`src/design/kmcw_pkg.sv`:
```
// shared types, codes and constants for the keyed multi-client watchdog
`default_nettype none
package kmcw_pkg;

   localparam int SLOTS_DEFAULT = 256;

   // field widths
   localparam int OP_W      = 2;
   localparam int SID_W     = 8;
   localparam int PID_W     = 22;
   localparam int ACK_W     = 32;
   localparam int TMO_W     = 20;
   localparam int PER_W     = 21;
   localparam int SLACK_W   = 16;
   localparam int STAT_W    = 3;
   localparam int CNT_OUT_W = 8;
   localparam int REQ_W     = 88;
   localparam int RSP_W     = 80;
   localparam int CSR_IDX_W = 2;
   localparam int CSR_DAT_W = 20;

   // register reset values and key constants
   localparam logic [TMO_W-1:0]   MIN_TIMEOUT_RST = 20'd1000;
   localparam logic [SLACK_W-1:0] SLACK_RST       = 16'd500;
   localparam logic [ACK_W-1:0]   FIRST_ACK       = 32'd42;
   localparam logic [ACK_W-1:0]   ACK_STEP        = 32'd2;

   // register indexes
   localparam logic [CSR_IDX_W-1:0] CSR_MIN_TIMEOUT = 2'd0;
   localparam logic [CSR_IDX_W-1:0] CSR_SLACK       = 2'd1;
   localparam logic [CSR_IDX_W-1:0] CSR_SUPERVISE   = 2'd2;

   typedef enum logic [OP_W-1:0] {
      OP_SUBSCRIBE   = 2'd0,
      OP_UNSUBSCRIBE = 2'd1,
      OP_KICK        = 2'd2,
      OP_TICK        = 2'd3
   } op_type;

   typedef enum logic [STAT_W-1:0] {
      STS_OK      = 3'd0,
      STS_SMALL   = 3'd1,
      STS_FULL    = 3'd2,
      STS_REMOVED = 3'd3,
      STS_OWNER   = 3'd4,
      STS_ACK     = 3'd5,
      STS_MISSED  = 3'd6
   } status_type;

   typedef enum logic [2:0] {
      S_CLEAR,
      S_IDLE,
      S_PREP,
      S_RUN,
      S_HOLD
   } state_type;

   // one slot of the client table
   typedef struct packed {
      logic             used;
      logic [PID_W-1:0] owner;
      logic [TMO_W-1:0] base;
      logic [PER_W-1:0] reload;
      logic [PER_W-1:0] cnt;
      logic [ACK_W-1:0] ack;
   } entry_type;

   // controller to datapath
   typedef struct packed {
      logic clear;
      logic load;
      logic prep;
      logic run;
      logic publish;
   } cmd_type;

   // datapath to controller
   typedef struct packed {
      logic clr_last;
      logic quick;
      logic fin;
      logic out_free;
   } stat_type;

endpackage
`default_nettype wire

```
`src/design/kmcw_ctrl.sv`:
```
// sequencing state machine: clearing pass, item intake, table walk, result hand-off
`default_nettype none
module kmcw_ctrl
   import kmcw_pkg::*;
(
   input  wire logic     clock,
   input  wire logic     reset,
   input  wire logic     req_tvalid,
   output logic          req_tready,
   input  wire stat_type stat,
   output cmd_type       cmd
);

   state_type state_ff, state_in;

   // state register
   always_ff @(posedge clock) begin
      if (reset) begin
         state_ff <= S_CLEAR;
      end else begin
         state_ff <= state_in;
      end
   end

   // next state and commands
   always_comb begin
      state_in   = state_ff;
      cmd        = '0;
      req_tready = 1'b0;
      unique case (state_ff)
         S_CLEAR: begin
            cmd.clear = 1'b1;
            if (stat.clr_last) state_in = S_IDLE;
         end
         S_IDLE: begin
            req_tready = 1'b1;
            if (req_tvalid) begin
               cmd.load = 1'b1;
               state_in = S_PREP;
            end
         end
         S_PREP: begin
            cmd.prep = 1'b1;
            state_in = stat.quick ? S_HOLD : S_RUN;
         end
         S_RUN: begin
            cmd.run = 1'b1;
            if (stat.fin) state_in = S_HOLD;
         end
         S_HOLD: begin
            if (stat.out_free) begin
               cmd.publish = 1'b1;
               state_in    = S_IDLE;
            end
         end
         default: state_in = S_CLEAR;
      endcase
   end

endmodule
`default_nettype wire

```
`config.mk`:
```
export PLATFORM = sky130hd
export DESIGN_NAME = kmcw_ctrl
export DESIGN_NICKNAME = d
export VERILOG_FILES = /design/src/design/kmcw_pkg.sv /design/src/design/kmcw_ctrl.sv
export SDC_FILE = /design/constraint.sdc
export NUM_CORES = 1
export LEC_CHECK = 0
export ABC_AREA = 1
export ABC_CLOCK_PERIOD_IN_PS = 900
export BUFFER_PORTS_ARGS = -buffer_cell sky130_fd_sc_hd__buf_2
export CAP_MARGIN = 40
export CORE_AREA = 2 2 39 41
export DETAILED_ROUTE_END_ITERATION = 16
export DIE_AREA = 0 0 41 43
export GPL_TIMING_DRIVEN = 0
export PLACE_DENSITY = 0.48
export SLEW_MARGIN = 10
export SYNTH_ARGS = -nofsm -noshare
export SYNTH_HDL_FRONTEND = slang
export SYNTH_SLANG_ARGS = --single-unit
```
`constraint.sdc`:
```
create_clock -name clock -period 0.9 [get_ports clock]
set_input_delay 0.18 -clock clock [delete_from_list [all_inputs] [get_ports clock]]
set_output_delay 0.18 -clock clock [all_outputs]
set_load 0.005 [all_outputs]
```
==> results.cfg, run 1 <==
[timing]
rsz0062_at_grt = true
slew_viol_final = 0
finalSetupTns_ns = -2.00
post-route-min-period_ns = 1.18
fin_skew_ns = 0.00165
slew-limit-headroom = 0.894
setup_viol = 9
tightest_slew_ns = 0.157
post-route-period-util = 1.31
hold_violations = 0
layout_setup_ws_ns = -0.282
fmax_mhz = 846

[floorplanning]
die_x_um = 41
initial_utilization = 0.191
core_area_um2 = 1380
fp-row-count = 14
die_h_um = 43
dieArea_um2 = 1760
pin_count = 13

[placed_design]
place_congestion = 0.636
dp.cells = 73
dpl_cell_area_um2 = 363
preCtsSetupSlack_ns = -0.154
io_buffers = 12
hpwl_um = 512

[global_route]
grt.overflow.total = 0
use_met2 = 0.150
gr-usage-all-layers = 0.0913
grt_pass1_wl_um = 1070
use_met1 = 0.0897
antenna_found_initial = 0
met3_usage = 0.0471
grt_pass1_vias = 297
top_usage_layer = met2
grt_max_degree = 6

[min_path]
hold_depth = 2
worstHoldStart = reset
min_to = state_ff[1]
hold_path_class = in2reg

[clocking]
clock_latency_ns = 0.23
ctsHtreeMaxLevel = 1
cts_tree = built
clockRootBuffer = clkbuf_4
clkSinkCount = 3
clk_path_buf_depth = 2
cts.clk_slew.worst_paths_ns = 0.04
holdBufCountCts = 0
cts_made_buffers = 3

[power]
vdd_drop_max_mv = 1.31
p_seq_frac = 0.214
power.density_nw_per_um2 = 3730
switching_power_mw = 0.837
totalPowerFinal_mw = 1.85
p_leak_nw = 0.261
pwr-share-clk = 0.124
p_comb_frac = 0.662
switching_share = 0.453
internal_power_mw = 1.01

[worst_setup_path]
path_buf_inv = 2
arrival_ns = 1.00
ff2ff_setup_slack_ns = -0.19
crit_type = reg2out
path_max_fanout = 5
crit_path_max_incr_delay_ns = 0.36
start_kind = flip-flop
slowest_stage = dfxtp_4
worstSetupEndpointType = output port
cp.required_ns = 0.72
worstReg2RegEnd = state_ff[2]
reg2reg_depth = 8
worstPathCellList = buf_4 -> nor3_2 -> buf_2
r2r-start = state_ff[1]
crit_family = flip-flops

[yosys]
synth.distinct_cells = 15
netlist_area_um2 = 264
yosysWarnings = 0
ys_seq_area_frac = 0.227
synth_nets = 52
syn_inst = 45
synth_area_per_cell_um2 = 5.87
synth_seq_cells = 3

[final_layout]
areaGrowthSynthToFinish_pct = 87.7
final_cells = 83
diodes = 0
top_register = state_ff
final_nets = 75
final_area_um2 = 495
largest_reg_flops = 3
top_regs = state_ff: 3 flops
final_layout_size_suffix_gt1_frac = 0.657

[route]
dr.pass1.iters = 1
wl_per_cell_um = 9.08
drc = 0
ant_nets = 0
drtIter0Drc = 0
routed_wl_um = 754
viasPerCell = 4.18
vias = 347

[flow_run]
max_cap_violations = 0

[status]
violations = negative setup slack
outcome = finished with violations
-- layout by cell type, fill, tap and decap left out, drive strengths merged, types with 2 or more instances in the layout --
cell type / n
nor3: 3
o21ai: 2
a21oi: 2
nand2: 10
inv: 10
dfxtp: 3
nor2: 9
nand3: 4
clkbuf: 4
buf: 19
-- synthesized netlist by cell type --
master   n  share of area
a21oi_1  2          0.038
buf_6    1          0.043
dfxtp_1  3           0.23
inv_1    9           0.13
inv_2    1          0.014
nand2_1  7           0.10
nand2_2  3          0.071
nand3_1  3          0.057
nand3_2  1          0.038
nor2_1   7           0.10
nor2_2   1          0.024
nor2_4   1          0.043
nor3_1   3          0.057
o21ai_0  2          0.038
or2_1    1          0.024
-- layout make-up --
type                            instances  area (um2)
Clock buffer                            4        26.3
Multi-Input combinational cell         31         216
Fill cell                             167         888
Timing Repair Buffer                   19         116
Tap cell                               16        20.0
Sequential cell                         3        71.3
Inverter                               10        45.0
-- cells by family (layout without fill, tap and decap cells) --
| logic type | Yosys count | in the layout | share of synthesized area |
|---|---|---|---|
| buffers and inverters | 11 | 33 | 0.185 |
| DFF | 3 | 3 | 0.227 |
| AOI/OAI and AO/OA | 4 | 4 | 0.0758 |
| and+or+nand+nor | 27 | 27 | 0.512 |
-- how the worst max path moves through the flow --
stage                      from     endpoint  slack (ns)  depth (start not counted)
finish              state_ff[0]       cmd[2]       -0.28                          3
global route        state_ff[0]       cmd[3]       -0.35                          5
CTS                 state_ff[2]       cmd[0]       -0.30                          4
detailed placement  state_ff[2]  state_ff[2]       -0.15                          8
global placement    state_ff[2]  state_ff[2]       -0.15                          8
floorplan           state_ff[2]  state_ff[2]       -0.05                          8
-- repair_timing --
item / 4_1_cts / 5_1_grt
pin swaps: 4 / 5
gates resized for setup: 13 / 9
buffers inserted: 3 / 4
setup endpoints to repair: 9 / 9
-- metal layers --
layer / vias up / routed length (um)
met5: - / 0
met2: 10 / 401
li1: 181 / -
met3: 0 / 67
met4: 0 / 0
met1: 156 / 285
-- per-stage QoR --
step | hold slack [ns] | utilization
after floorplan | 0.242 | -
after CTS | 0.100 | 0.325
after detailed placement | 0.352 | 0.262
after global routing | 0.0997 | 0.358
final | 0.108 | 0.358
after global placement | 0.350 | 0.262
-- power groups by stage --
| stage | registers, mW | logic, mW | clock network (mW) |
|---|---|---|---|
| final | 0.394 | 1.22 | 0.230 |
| after global routing | 0.406 | 1.36 | 0.259 |
| after CTS | 0.315 | 1.11 | 0.247 |
| after detailed placement | 0.282 | 0.852 | 0 |
| after global placement | 0.281 | 0.844 | 0 |
| after floorplan | 0.263 | 0.642 | 0 |
No activity file was read; power rests on OpenSTA's default activity.
==> run 2: changes to the inputs <==
--- a/config.mk
+++ b/config.mk
@@ -12,7 +12,6 @@
 export CORE_AREA = 2 2 39 41
 export DETAILED_ROUTE_END_ITERATION = 16
 export DIE_AREA = 0 0 41 43
-export GPL_TIMING_DRIVEN = 0
 export PLACE_DENSITY = 0.48
 export SLEW_MARGIN = 10
 export SYNTH_ARGS = -nofsm -noshare
==> run 2 against run 1 <==
Net effect: routed wire length decreased by 6.5%; largest power group unchanged; the flow still finishes with violations (negative setup slack); die area is the same; core utilization grew 2.1 points; power grew 4.2%; final cell count up 3.6%; sequential cell count unchanged; sequential power is 2% lower; design area grew 5.8%.
==> results.cfg, run 2 (same netlist as run 1, synthesis figures left out) <==
[floorplanning]
pin_count = 13
die_h_um = 43
dieArea_um2 = 1760
core_area_um2 = 1380
die_x_um = 41
fp-row-count = 14
initial_utilization = 0.191

[power]
p_leak_nw = 0.269
power.density_nw_per_um2 = 3670
vdd_drop_max_mv = 1.05
totalPowerFinal_mw = 1.92

[placed_design]
preCtsSetupSlack_ns = -0.160
dp.cells = 75
io_buffers = 12
place_congestion = 0.704
hpwl_um = 521

[final_layout]
diodes = 0
final_layout_size_suffix_gt1_frac = 0.671
top_regs = state_ff: 3 flops
final_common_cell = buf_2
areaGrowthSynthToFinish_pct = 98.6
final_cells = 86
final_util = 0.379
final_nets = 78
top_register = state_ff
largest_reg_flops = 3
layout_common_cells = buf_2, buf_4, nand2_1, inv_1

[route]
wl_per_cell_um = 8.20
ant_nets = 0
dr.pass1.iters = 1
routed_wl_um = 705
drc = 0
drtIter0Drc = 0
vias = 348
viasPerCell = 4.05

[status]
outcome = finished with violations
violations = negative setup slack

[clocking]
clockRootBuffer = clkbuf_4
ctsHtreeMaxLevel = 1
cts_tree = built
cts.clk_slew.worst_paths_ns = 0.04
clk_path_buf_depth = 2
holdBufCountCts = 0
clock_latency_ns = 0.23
clkSinkCount = 3
cts_made_buffers = 3

[timing]
layout_setup_ws_ns = -0.268
slew_viol_final = 0
setup_viol = 9
whs_ns = 0.109
fmax_mhz = 856
rsz0062_at_grt = true
post-route-min-period_ns = 1.17
tightest_slew_ns = 0.150
fin_skew_ns = 0.000105
post-route-period-util = 1.30
slew-limit-headroom = 0.899
hold_violations = 0

[global_route]
grt.overflow.total = 0
grt_max_degree = 8
grt_pass1_wl_um = 1150
gr-usage-all-layers = 0.0953
antenna_found_initial = 0
grt_pass1_vias = 272

[worst_setup_path]
crit_path_max_incr_delay_ns = 0.36
arrival_ns = 0.99
path_max_fanout = 5
worstSetupEndpointType = output port
r2r-start = state_ff[0]
cp.required_ns = 0.72
start_kind = flip-flop
worstPathCellList = nor2_4 -> inv_2 -> nor3_2 -> buf_2
crit_type = reg2out
worstReg2RegEnd = state_ff[1]
ff2ff_setup_slack_ns = -0.20
slowest_stage = dfxtp_4
reg2reg_depth = 8

[min_path]
hold_depth = 2
hold_path_class = in2reg
min_to = state_ff[1]
worstHoldStart = reset

[flow_run]
max_cap_violations = 0
[run 2: changes by cell type in the layout (fill, tap and decap cells not counted)]
cell / delta
nor2_2: +1
buf_4: +4
inv_2: +1
nor3_2: -1
inv_4: -1
nand3_2: -2
nor3_1: +1
nor2_1: -1
buf_6: -1
nand3_4: +2
[run 2: area by class of cell]
type,count,area (um2)
Sequential cell,3,71.3
Clock buffer,4,26.3
Tap cell,16,20.0
Inverter,10,42.5
Timing Repair Buffer,22,135
Fill cell,158,860
Multi-Input combinational cell,31,229
[run 2: per-layer routing]
| metal | GRT usage | vias up | wire length (um) |
|---|---|---|---|
| met2 | 0.134 | 10 | 350 |
| met5 | 0 | - | 0 |
| met3 | 0.0471 | 0 | 60 |
| li1 | - | 188 | - |
| met1 | 0.128 | 150 | 293 |
| met4 | 0.0200 | 0 | 0 |
[run 2: metrics by stage]
stage	setup TNS [ns]	area (um2)
5_1_grt	-2.66	524
3_5_place_dp	-0.725	374
4_1_cts	-2.01	459
3_3_place_gp	-0.686	374
6_report	-1.96	524
2_1_floorplan	-0.138	283
[run 2: critical path: cells and delay by family (launching register included)]
family,cells,cell delay [ns]
buf+inv,2,0.19
simple gates,2,0.21
flops,1,0.36
[run 2: worst max path at each step]
stage / from / endpoint
detailed placement: state_ff[0] / cmd[0]
floorplan: state_ff[2] / state_ff[2]
CTS: state_ff[0] / cmd[3]
finish: state_ff[0] / cmd[0]
global route: state_ff[0] / cmd[3]
global placement: state_ff[0] / cmd[0]
[run 2: repair_timing]
item | CTS | global route
setup endpoints to repair | 9 | 9
resized for setup | 17 | 5
buffers inserted | 2 | 5
pin swaps | 3 | 7
[run 2: power breakdown]
part | switching (mW) | leakage, nW | total [mW] | internal [mW]
combinational | 0.643 | 0.227 | 1.31 | 0.666
sequential | 0.147 | 0.0267 | 0.386 | 0.239
clock | 0.0650 | 0.0150 | 0.231 | 0.166
total | 0.855 | 0.269 | 1.92 | 1.07
==> run 3: changes to the inputs <==
--- a/config.mk
+++ b/config.mk
@@ -5,14 +5,13 @@
 export SDC_FILE = /design/constraint.sdc
 export NUM_CORES = 1
 export LEC_CHECK = 0
-export ABC_AREA = 1
 export ABC_CLOCK_PERIOD_IN_PS = 900
 export BUFFER_PORTS_ARGS = -buffer_cell sky130_fd_sc_hd__buf_2
 export CAP_MARGIN = 40
 export CORE_AREA = 2 2 39 41
 export DETAILED_ROUTE_END_ITERATION = 16
 export DIE_AREA = 0 0 41 43
-export PLACE_DENSITY = 0.48
+export PLACE_DENSITY = 0.46
 export SLEW_MARGIN = 10
 export SYNTH_ARGS = -nofsm -noshare
 export SYNTH_HDL_FRONTEND = slang
==> run 3 against run 2 <==
Net effect: the flow still finishes with violations (negative setup slack); final cell count is 21% lower; non-clock buffer count stayed put; area after synthesis is 11% lower; fmax is 9.1% lower; global-route usage hardly changed; setup slack worse by 0.12 ns; combinational power is 85% lower; sequential power is 59% lower; via count is 14% lower; sequential cell count stayed put; critical path type unchanged; critical endpoint is now cmd[1]; largest cell class unchanged; largest power group is now clock.
==> results.cfg, run 3 <==
[floorplanning]
die_x_um = 41
pin_count = 13
die_h_um = 43
core_area_um2 = 1380
initial_utilization = 0.170
dieArea_um2 = 1760
fp-row-count = 14

[route]
routed_wl_um = 739
vias = 301
ant_nets = 0
drc = 0
viasPerCell = 4.43
dr.pass1.iters = 2
drtIter0Drc = 2
wl_per_cell_um = 10.9

[worst_setup_path]
cp.required_ns = 0.72
path_buf_inv = 3
slowest_stage = dfxtp_4
arrival_ns = 1.10
worstPathCellList = buf_6 -> buf_4 -> and3b_1 -> buf_2
ff2ff_setup_slack_ns = -0.26
path_max_fanout = 4
crit_type = reg2out
crit_path_max_incr_delay_ns = 0.33
crit_family = buffers and inverters
worstSetupEndpointType = output port
start_kind = flip-flop

[global_route]
grt_pass1_wl_um = 1070
grt.overflow.total = 0
grt_max_degree = 8
antenna_found_initial = 0
grt_pass1_vias = 299
gr-usage-all-layers = 0.0952

[clocking]
clkSinkCount = 3
cts_tree = built
clock_latency_ns = 0.23
clk_path_buf_depth = 2
clockRootBuffer = clkbuf_4
cts_made_buffers = 3
cts.clk_slew.worst_paths_ns = 0.04
holdBufCountCts = 0
ctsHtreeMaxLevel = 1

[timing]
rsz0062_at_grt = true
tightest_slew_ns = 0.188
fmax_mhz = 779
slew_viol_final = 0
finalSetupTns_ns = -2.70
setup_viol = 9
fin_skew_ns = 0.00161
post-route-period-util = 1.43
slew-limit-headroom = 0.871
layout_setup_ws_ns = -0.384
hold_violations = 0
post-route-min-period_ns = 1.28

[final_layout]
final_nets = 60
final_layout_size_suffix_gt1_frac = 0.712
layout_common_cells = buf_2, buf_4, clkbuf_4, dfxtp_4
diodes = 0
top_register = state_ff
final_common_cell = buf_2
largest_reg_flops = 3
final_area_um2 = 462
top_regs = state_ff: 3 flops
final_util = 0.334
areaGrowthSynthToFinish_pct = 96.3

[yosys]
async_flop_share = 0
yosysTopAreaCell = dfxtp_1
synth_seq_cells = 3
ys_top_cells_by_area = dfxtp_1, nor3b_1, nor2b_1
yosysTopAreaCellShare = 0.255
synth_area_per_cell_um2 = 8.11
yosysWarnings = 0
synth_nets = 36
synth_most_common_cell = dfxtp_1
ys.flop_type = dfxtp_1
netlist_area_um2 = 235
ys_seq_area_frac = 0.255
synth_common_cells = dfxtp_1, nand2_1, nor2b_1, nor3_1, nor3b_1
synth-edff-count = 0
syn_inst = 29
synth.distinct_cells = 23

[power]
power.density_nw_per_um2 = 1260
switching_share = 0.268
p_leak_nw = 0.216
internal_power_mw = 0.426
switching_power_mw = 0.156
totalPowerFinal_mw = 0.582
p_comb_frac = 0.329
vdd_drop_max_mv = 0.504
pwr-share-clk = 0.396
p_seq_frac = 0.274

[min_path]
hold_path_class = in2reg

[status]
outcome = finished with violations
violations = negative setup slack

[placed_design]
dpl_cell_area_um2 = 339
hpwl_um = 475
io_buffers = 12
place_congestion = 0.609

[flow_run]
max_cap_violations = 0
run 3: cell type report:
cell class	instances	area (um2)
Fill cell	159	922
Multi-Input combinational cell	23	201
Timing Repair Buffer	22	143
Sequential cell	3	71.3
Clock buffer	4	26.3
Tap cell	16	20.0
run 3: path summary, 6_finish.rpt:
check	from	cells past startpoint	endpoint
setup / recovery	state_ff[1]	4	cmd[1]
hold / removal	reset	2	state_ff[2]
setup reg to reg	state_ff[1]	5	state_ff[0]
hold reg to reg	state_ff[0]	2	state_ff[2]
run 3: power by group through the flow:
stage | Combinational, mW | Clock [mW] | Sequential, mW
global placement | 0.138 | 0 | 0.160
detailed placement | 0.137 | 0 | 0.161
CTS | 0.170 | 0.239 | 0.156
global route | 0.209 | 0.266 | 0.162
finish | 0.192 | 0.230 | 0.160
floorplan | 0.0859 | 0 | 0.151
run 3: logic make-up after synthesis:
logic type,Yosys count,synth area share
muxes,1,0.0426
buffers and inverters,3,0.0904
and+or+nand+nor,16,0.452
AOI/OAI and AO/OA,6,0.160
DFF,3,0.255
run 3: worst reg2reg max path: cells and delay by family, from the launching register on:
family | cells | cell delay (ns)
AOI/OAI and AO/OA | 2 | 0.19
buffers and inverters | 2 | 0.25
DFF | 1 | 0.33
and+or+nand+nor | 1 | 0.32
run 3: per-layer routing:
| layer | vias up | share of wire | track usage |
|---|---|---|---|
| li1 | 150 | - | - |
| met1 | 147 | 0.39 | 0.0799 |
| met2 | 4 | 0.58 | 0.163 |
| met3 | 0 | 0.028 | 0.0471 |
| met4 | 0 | 0 | 0.0600 |
| met5 | - | 0 | 0 |
run 3: what timing repair did:
| action | 4_1_cts | 5_1_grt |
|---|---|---|
| setup endpoints to repair | 9 | 9 |
| pin swaps | 6 | 7 |
| gates resized for setup | 15 | 4 |
| buffers inserted | 3 | 1 |
run 3: per-stage QoR:
step | setup slack (ns) | instances | hold WS, ns
floorplan | -0.206 | 29 | 0.249
global placement | -0.287 | 60 | 0.364
detailed placement | -0.276 | 60 | 0.367
CTS | -0.388 | 67 | 0.119
global route | -0.442 | 68 | 0.133
finish | -0.384 | 68 | 0.140
